$ cat src/rtl/twma_pkg.sv
package twma_pkg;

  localparam int DEPTH    = 64;
  localparam int IDX_W    = $clog2(DEPTH);
  localparam int CNT_W    = $clog2(DEPTH + 1);
  localparam int SAMPLE_W = 16;
  localparam int TIME_W   = 32;
  localparam int COUNT_W  = 7;
  localparam int SUM_W    = SAMPLE_W + IDX_W;
  localparam int REM_W    = CNT_W + 1;
  localparam int STEP_W   = $clog2(SUM_W + 1);

  localparam logic [TIME_W-1:0] LAG_RESET = TIME_W'(1000);

  typedef struct packed {
    logic signed [SAMPLE_W-1:0] sample_value;
    logic [TIME_W-1:0]          timestamp;
  } in_t;

  typedef struct packed {
    logic signed [SAMPLE_W-1:0] average;
    logic [COUNT_W-1:0]         count;
  } out_t;

  typedef struct packed {
    logic signed [SAMPLE_W-1:0] sample;
    logic [TIME_W-1:0]          stamp;
  } entry_t;

  typedef enum logic [2:0] {
    ST_IDLE,
    ST_DROP_FULL,
    ST_APPEND,
    ST_SETTLE,
    ST_CHECK,
    ST_DIVIDE,
    ST_DELIVER
  } state_t;

  typedef struct packed {
    logic take;
    logic drop;
    logic append;
    logic div_start;
    logic load_out;
  } dp_cmd_t;

  typedef struct packed {
    logic full;
    logic multi;
    logic aged;
    logic div_done;
    logic out_free;
  } dp_stat_t;

endpackage

$ cat src/rtl/time_window_moving_average.sv
// Channel   Direction  Payload      Handshake
// in        input      twma in_t    in_valid / in_stall
// out       output     twma out_t   out_valid / out_stall
// cfg       input      window lag   cfg_wr_en (no wait)
//
// Each accepted sample first drops the entries that have aged out of the window,
// then the restoring divider (one quotient bit per cycle over the 22-bit sum)
// divides the running sum by the count of held entries.
// Reset is synchronous and active high; it clears the store pointers, the
// running sum and restores the window lag to 1000 ticks.
// A finished result waits in the output register while the next beat is taken.
module time_window_moving_average (
  input  logic                         clk,
  input  logic                         rst,
  input  logic                         in_valid,
  output logic                         in_stall,
  input  twma_pkg::in_t                in_data,
  output logic                         out_valid,
  input  logic                         out_stall,
  output twma_pkg::out_t               out_data,
  input  logic                         cfg_wr_en,
  input  logic [twma_pkg::TIME_W-1:0]  cfg_wr_data
);
  import twma_pkg::*;

  // The controller sequences each sample through these steps: drop the
  // oldest entry if the store is full, append the new one, then compare the
  // age of the oldest entry against the lag and drop it while it is too old and
  // not the only entry. Each drop passes the settle state so the registered read
  // follows the new oldest position. Finally the sum is divided by the count.
  dp_cmd_t  cmd;
  dp_stat_t stat;

  twma_dp u_dp (
    .clk         (clk),
    .rst         (rst),
    .in_data     (in_data),
    .cfg_wr_en   (cfg_wr_en),
    .cfg_wr_data (cfg_wr_data),
    .out_stall   (out_stall),
    .out_valid   (out_valid),
    .out_data    (out_data),
    .cmd         (cmd),
    .stat        (stat)
  );

  twma_ctrl u_ctrl (
    .clk      (clk),
    .rst      (rst),
    .in_valid (in_valid),
    .in_stall (in_stall),
    .stat     (stat),
    .cmd      (cmd)
  );

endmodule

$ cat src/rtl/twma_div.sv
module twma_div (
  input  logic                          clk,
  input  logic                          rst,
  input  logic                          start,
  input  logic [twma_pkg::SUM_W-1:0]    dividend,
  input  logic [twma_pkg::CNT_W-1:0]    divisor,
  output logic                          done,
  output logic [twma_pkg::SUM_W-1:0]    quotient
);
  import twma_pkg::*;

  logic              busy;
  logic [STEP_W-1:0] steps;
  logic [REM_W-1:0]  rem;
  logic [SUM_W-1:0]  dvd;
  logic [CNT_W-1:0]  dvr;
  logic              neg;

  logic [REM_W-1:0]  trial;
  logic              fits;
  logic [REM_W-1:0]  rem_next;

  // One quotient bit per cycle, restoring form on the magnitude.
  always_comb begin
    trial    = {rem[REM_W-2:0], dvd[SUM_W-1]};
    fits     = trial >= {1'b0, dvr};
    rem_next = fits ? trial - {1'b0, dvr} : trial;
  end

  always_ff @(posedge clk) begin
    if (rst) begin
      busy  <= 1'b0;
      done  <= 1'b0;
      steps <= '0;
    end else begin
      done <= 1'b0;
      if (start) begin
        busy  <= 1'b1;
        steps <= STEP_W'(SUM_W);
      end else if (busy) begin
        steps <= steps - 1'b1;
        if (steps == STEP_W'(1)) begin
          busy <= 1'b0;
          done <= 1'b1;
        end
      end
    end
  end

  always_ff @(posedge clk) begin
    if (start) begin
      rem <= '0;
      dvd <= dividend[SUM_W-1] ? (~dividend + 1'b1) : dividend;
      dvr <= divisor;
      neg <= dividend[SUM_W-1];
    end else if (busy) begin
      rem <= rem_next;
      dvd <= {dvd[SUM_W-2:0], fits};
    end
  end

  assign quotient = neg ? (~dvd + 1'b1) : dvd;

endmodule

$ cat src/rtl/twma_dp.sv
module twma_dp (
  input  logic                         clk,
  input  logic                         rst,
  input  twma_pkg::in_t                in_data,
  input  logic                         cfg_wr_en,
  input  logic [twma_pkg::TIME_W-1:0]  cfg_wr_data,
  input  logic                         out_stall,
  output logic                         out_valid,
  output twma_pkg::out_t               out_data,
  input  twma_pkg::dp_cmd_t            cmd,
  output twma_pkg::dp_stat_t           stat
);
  import twma_pkg::*;

  entry_t                     mem [DEPTH];
  entry_t                     rd;

  logic signed [SAMPLE_W-1:0] smp;
  logic [TIME_W-1:0]          now;
  logic [TIME_W-1:0]          lag;
  logic [IDX_W-1:0]           oldest;
  logic [CNT_W-1:0]           count;
  logic signed [SUM_W-1:0]    sum;

  logic [IDX_W:0]             pos_raw;
  logic [IDX_W-1:0]           pos;
  logic [IDX_W-1:0]           oldest_inc;
  logic [TIME_W-1:0]          age;
  logic                       div_done;
  logic [SUM_W-1:0]           quotient;

  always_comb begin
    pos_raw = (IDX_W+1)'(oldest) + (IDX_W+1)'(count);
    if (pos_raw >= (IDX_W+1)'(DEPTH)) begin
      pos = IDX_W'(pos_raw - (IDX_W+1)'(DEPTH));
    end else begin
      pos = IDX_W'(pos_raw);
    end
    oldest_inc = (oldest == IDX_W'(DEPTH - 1)) ? '0 : oldest + 1'b1;
    age        = now - rd.stamp;
  end

  // The read port always follows the oldest entry.
  always_ff @(posedge clk) begin
    if (cmd.append) begin
      mem[pos] <= '{sample: smp, stamp: now};
    end
    rd <= mem[oldest];
  end

  always_ff @(posedge clk) begin
    if (cmd.take) begin
      smp <= in_data.sample_value;
      now <= in_data.timestamp;
    end
  end

  always_ff @(posedge clk) begin
    if (rst) begin
      lag <= LAG_RESET;
    end else if (cfg_wr_en) begin
      lag <= cfg_wr_data;
    end
  end

  always_ff @(posedge clk) begin
    if (rst) begin
      oldest <= '0;
      count  <= '0;
      sum    <= '0;
    end else if (cmd.drop) begin
      oldest <= oldest_inc;
      count  <= count - 1'b1;
      sum    <= sum - SUM_W'(rd.sample);
    end else if (cmd.append) begin
      count  <= count + 1'b1;
      sum    <= sum + SUM_W'(smp);
    end
  end

  twma_div u_div (
    .clk      (clk),
    .rst      (rst),
    .start    (cmd.div_start),
    .dividend (sum),
    .divisor  (count),
    .done     (div_done),
    .quotient (quotient)
  );

  always_ff @(posedge clk) begin
    if (rst) begin
      out_valid <= 1'b0;
    end else if (cmd.load_out) begin
      out_valid <= 1'b1;
    end else if (!out_stall) begin
      out_valid <= 1'b0;
    end
  end

  always_ff @(posedge clk) begin
    if (cmd.load_out) begin
      out_data.average <= quotient[SAMPLE_W-1:0];
      out_data.count   <= COUNT_W'(count);
    end
  end

  always_comb begin
    stat.full     = count == CNT_W'(DEPTH);
    stat.multi    = count > CNT_W'(1);
    stat.aged     = age > lag;
    stat.div_done = div_done;
    stat.out_free = !out_valid || !out_stall;
  end

endmodule

$ cat src/rtl/twma_ctrl.sv
module twma_ctrl (
  input  logic                clk,
  input  logic                rst,
  input  logic                in_valid,
  output logic                in_stall,
  input  twma_pkg::dp_stat_t  stat,
  output twma_pkg::dp_cmd_t   cmd
);
  import twma_pkg::*;

  state_t state;
  state_t state_next;

  always_ff @(posedge clk) begin
    if (rst) begin
      state <= ST_IDLE;
    end else begin
      state <= state_next;
    end
  end

  always_comb begin
    state_next = state;
    case (state)
      ST_IDLE: begin
        if (in_valid) begin
          state_next = ST_DROP_FULL;
        end
      end
      ST_DROP_FULL: state_next = ST_APPEND;
      ST_APPEND:    state_next = ST_SETTLE;
      ST_SETTLE:    state_next = ST_CHECK;
      ST_CHECK: begin
        if (stat.multi && stat.aged) begin
          state_next = ST_SETTLE;
        end else begin
          state_next = ST_DIVIDE;
        end
      end
      ST_DIVIDE: begin
        if (stat.div_done) begin
          state_next = ST_DELIVER;
        end
      end
      ST_DELIVER: begin
        if (stat.out_free) begin
          state_next = ST_IDLE;
        end
      end
      default: state_next = ST_IDLE;
    endcase
  end

  always_comb begin
    in_stall      = 1'b1;
    cmd           = '0;
    case (state)
      ST_IDLE: begin
        in_stall = 1'b0;
        cmd.take = in_valid;
      end
      ST_DROP_FULL: cmd.drop = stat.full;
      ST_APPEND:    cmd.append = 1'b1;
      ST_CHECK: begin
        cmd.drop      = stat.multi && stat.aged;
        cmd.div_start = !(stat.multi && stat.aged);
      end
      ST_DELIVER:   cmd.load_out = stat.out_free;
      default: begin
        in_stall = 1'b1;
      end
    endcase
  end

endmodule

$ cat config.mk
export PLATFORM = sky130hd
export DESIGN_NAME = time_window_moving_average
export DESIGN_NICKNAME = d
export VERILOG_FILES = /design/src/rtl/twma_pkg.sv /design/src/rtl/time_window_moving_average.sv /design/src/rtl/twma_div.sv /design/src/rtl/twma_dp.sv /design/src/rtl/twma_ctrl.sv
export SDC_FILE = /design/constraint.sdc
export NUM_CORES = 2
export LEC_CHECK = 0
export ABC_AREA = 1
export BUFFER_PORTS_ARGS = -buffer_cell sky130_fd_sc_hd__buf_2
export CAP_MARGIN = 40
export CORE_AREA = 2 2 439 876
export CTS_BUF_LIST = sky130_fd_sc_hd__clkbuf_8
export DETAILED_ROUTE_END_ITERATION = 8
export DIE_AREA = 0 0 441 878
export GPL_TIMING_DRIVEN = 0
export PLACE_DENSITY = 0.56
export SLEW_MARGIN = 20
export SYNTH_ARGS = -nofsm -noshare
export SYNTH_HDL_FRONTEND = slang
export SYNTH_SLANG_ARGS = --single-unit
$ cat constraint.sdc
create_clock -name clk -period 5.8 [get_ports clk]
set_input_delay 1.16 -clock clk [delete_from_list [all_inputs] [get_ports clk]]
set_output_delay 1.16 -clock clk [all_outputs]
set_load 0.005 [all_outputs]
==> results.md <==
* Post-Syn Nets at 9923
* H-tree Lvls at 5
* Post-synth EDFFs at 3173
* Hold slack at 0.2083 ns
* Critical Path Start Type: register
* R2r startpoint: u_dp.now[1]
* Tmin final at 5.761 ns
* Die H at 878 um
* Initial Utilization at 34.81%
* CTS root buf: clkbuf_8
* Pwr dens at 294.1 mW/mm^2
* Number of instances in the placed design at 15381
* Post-Syn Area at 0.1327 sq mm
* Die width at 441 um
* Worst-margin pin slew at 0.9784 ns
* Cell Int Power at 35750 uW
* Area delta synth->final at 21.27%
* Post-synthesis xor/xnor area fraction at 0.6800%
* Seq. cell area at 0.09794 sq mm
* Critical path depth at 35
* DR vias/cell at 5.904
* Clock Latency Late Sink at 1.17 ns
* Top-area cell type share of the netlist area at 71.82%
* Yosys warnings at 0
* Maximum VDD drop at 195.9 uV
* Routed len/inst at 35.40 um
* TritonCTS Buffers at 483
* Final wirelength at 582400 um
* Crit path largest cell delay at 0.49 ns
* # IOs at 110
* Slew headroom at 34.78%
* Seq pwr share at 56.2%
* Post-synthesis simple-gate area fraction at 8.731%
* Seq/Total Area, Yosys at 73.83%
* Clock slew at reported path FFs at 0.07 ns
* Top cells by area, synth: edfxtp_1 72%, nor2_1 5.4%, o21ai_0 3.3%
* CTS tree: built
* First-pass GRT wire length at 767300 um
* Clk pwr share at 37.0%
* Largest net degree at the start of global routing at 50
* Top_reg_cell synth: edfxtp_1
* Endpoint class of the critical path: register
* Worst path top cell family by delay: simple AND/OR/NAND/NOR gates
* Worst setup path class: register to register
* Largest family of logic cells by synthesized area: compound AO/OA/AOI/OAI gates
* Hold Crit Class: primary input to register
* Layout Cells excl Fill at 16452
* Post-route setup TNS at 0 ns
* Via Count at 97129
* Max-cap violations at 0
* Switching share of power at 24.43%
* Yosys cell types at 57
* Fin. Hold Viols at 0
* Worst Clk Skew at 0.1212 ns
* Slew Viols, Final at 0
* RSZ-0062 raised after global routing: true
* Final Cycle Share at 99.33%
* Iteration-0 DRC Markers at 15376
* End of the worst register-to-register path: u_dp.sum[14]
* Post-synthesis mux area share at 2.173%
* Die area at 0.3872 sq mm
* Post-synthesis register bit count at 3306
* DRC at 0
* Post-route cell area at 0.1609 sq mm
* Number of routed nets with antenna violations at 0
* Cell count after synthesis at 9728
* Area of the multi-input gates at 0.03283 sq mm
* Total GRT Usage at 28.99%
* Remaining Overflow, GRT at 0
* Gate power share at 6.8%
* Hold buffer count at CTS at 0
* Vias in the first global route at 89777
* TritonRoute pass-1 iters at 8
* Net Switching at 11560 uW
* Cell type with the largest total area after synthesis: edfxtp_1
* # rows at 321
* Final nets at 11197
* Clk sink count at 3306
* Setup violators final at 0
* Number of buffers added on ports at 109
* Pleak at 0.05283 uW
* DP HPWL at 417000 um
* Critical path data required time at 6.75 ns
* Core area at 0.3812 sq mm
* Clk buf depth at 4
* Worst path buffer plus inverter count at 2
* CP endpoint: u_dp.sum[14]
* Post-synth ARST share at 0%
* Post-DP Area at 0.1496 sq mm
* Fmax achieved at 173.6 MHz
* Arrival @ worst endpoint at 6.71 ns
* Adder and majority gate portion of the synthesized area at 1.060%
* Critical Path Start: u_dp.now[1]
* Final GP Congestion at 0.9875
* Flop2flop setup slack at 0.04 ns
* Synth Area in Compound Gates at 10.75%
* Fillers at 34869
* Crit-path slowest cell: fa_2
* Layout cells sized above 1 at 16.72%
* R2r worst-path depth at 35
* Status: completed
* Syn_area_per_cell at 13.64 sq um
* Critical Path Fanout Max at 23
* Initial antenna violation count at 59
## cell families after synthesis
kind of cell / after synthesis
flops: 3306
simple gates: 2917
compound gates: 2172
buf+inv: 832
mux: 288
fa+ha+maj: 110
xor+xnor: 103
## cell usage after synthesis, drive strengths merged (4+ instances only)
| cell type | instances |
|---|---|
| buf | 284 |
| o31ai | 4 |
| o21a | 5 |
| clkbuf | 360 |
| xnor2 | 34 |
| ha | 106 |
| nor3 | 30 |
| o32ai | 481 |
| dfxtp | 133 |
| xor2 | 69 |
| inv | 187 |
| mux2i | 288 |
| a32o | 17 |
| nand4 | 6 |
| fa | 4 |
| nor4 | 11 |
| nor2 | 1919 |
| a31oi | 31 |
| a21o | 8 |
| o21bai | 7 |
| o211ai | 100 |
| nand2 | 563 |
| o21ai | 922 |
| a21oi | 293 |
| a211oi | 4 |
| o221ai | 289 |
| nand3 | 380 |
| edfxtp | 3173 |
## layout make-up
type	count	area share, %
Clock inverter	388	1.092
Timing Repair Buffer	789	7.059
Buffer	644	1.898
Clock buffer	497	4.252
Inverter	188	0.4511
Multi-Input combinational cell	5590	20.41
Tap cell	5006	3.893
Antenna cell	44	0.06844
Sequential cell	3306	60.88
## sequential cells by signal, indices dropped and copies added (netlist names), 16 cells and up
| signal | cells |
|---|---|
| u_dp.rd | 48 |
| u_dp.smp | 16 |
| u_dp.out_data | 23 |
| u_dp.sum | 22 |
| u_dp.now | 32 |
| u_dp.lag | 32 |
| u_dp.u_div.dvd | 22 |
| u_dp.mem | 3072 |
## metal layers
metal	GRT usage, %	vias to the layer above	routed length [um]
li1	-	39477	-
met1	33.98	48433	193700
met2	43.87	7290	257100
met3	7.239	1915	65900
met4	25.80	14	65620
met5	0	-	98
## worst min path at each step
stage,startpoint,endpoint,cells past startpoint
floorplan,u_dp.count[5],u_dp.out_data[5],0
global route,in_data[42],u_dp.smp[10],1
detailed placement,u_dp.lag[27],u_dp.lag[27],2
CTS,in_data[27],u_dp.now[27],1
finish,in_data[27],u_dp.now[27],1
global placement,u_dp.lag[29],u_dp.lag[29],2
## layout by cell type (no fill, tap or decap), types with 151 or more instances in the layout
cell	netlist	layout
buf_4	47	239
nor2_1	1918	1843
o221ai_1	289	288
buf_12	0	151
edfxtp_1	3173	3173
o32ai_1	481	481
nand3_1	379	363
inv_1	180	347
o21ai_0	886	854
mux2i_1	288	288
nand2_1	560	525
buf_2	187	295
clkbuf_1	360	341
a21oi_1	291	251
clkbuf_8	0	498
## what timing repair did
item	4_1_cts	5_1_grt
setup buffers	106	53
pin swaps	92	93
resized for setup	253	91
gates cloned	14	6
endpoints found under the setup margin	32	15
## power groups by stage
stage	registers [uW]	logic, uW	clock network (uW)
finish	26600	3220	17500
floorplan	27300	899	0
CTS	26600	3000	17500
global placement	28000	1420	0
detailed placement	27100	2650	0
global route	26600	3330	18400
## stage by stage
| step | utilization [%] | total power (uW) | setup slack, ns |
|---|---|---|---|
| after detailed placement | 39.26 | 29780 | -2.090 |
| final | 42.21 | 47310 | 0.03896 |
| after global routing | 42.19 | 48340 | -0.1980 |
| after global placement | 36.60 | 29370 | -4.007 |
| after CTS | 41.94 | 47100 | -0.003516 |
| after floorplan | - | 28210 | 0.05296 |
No activity file was read; power rests on OpenSTA's default activity.
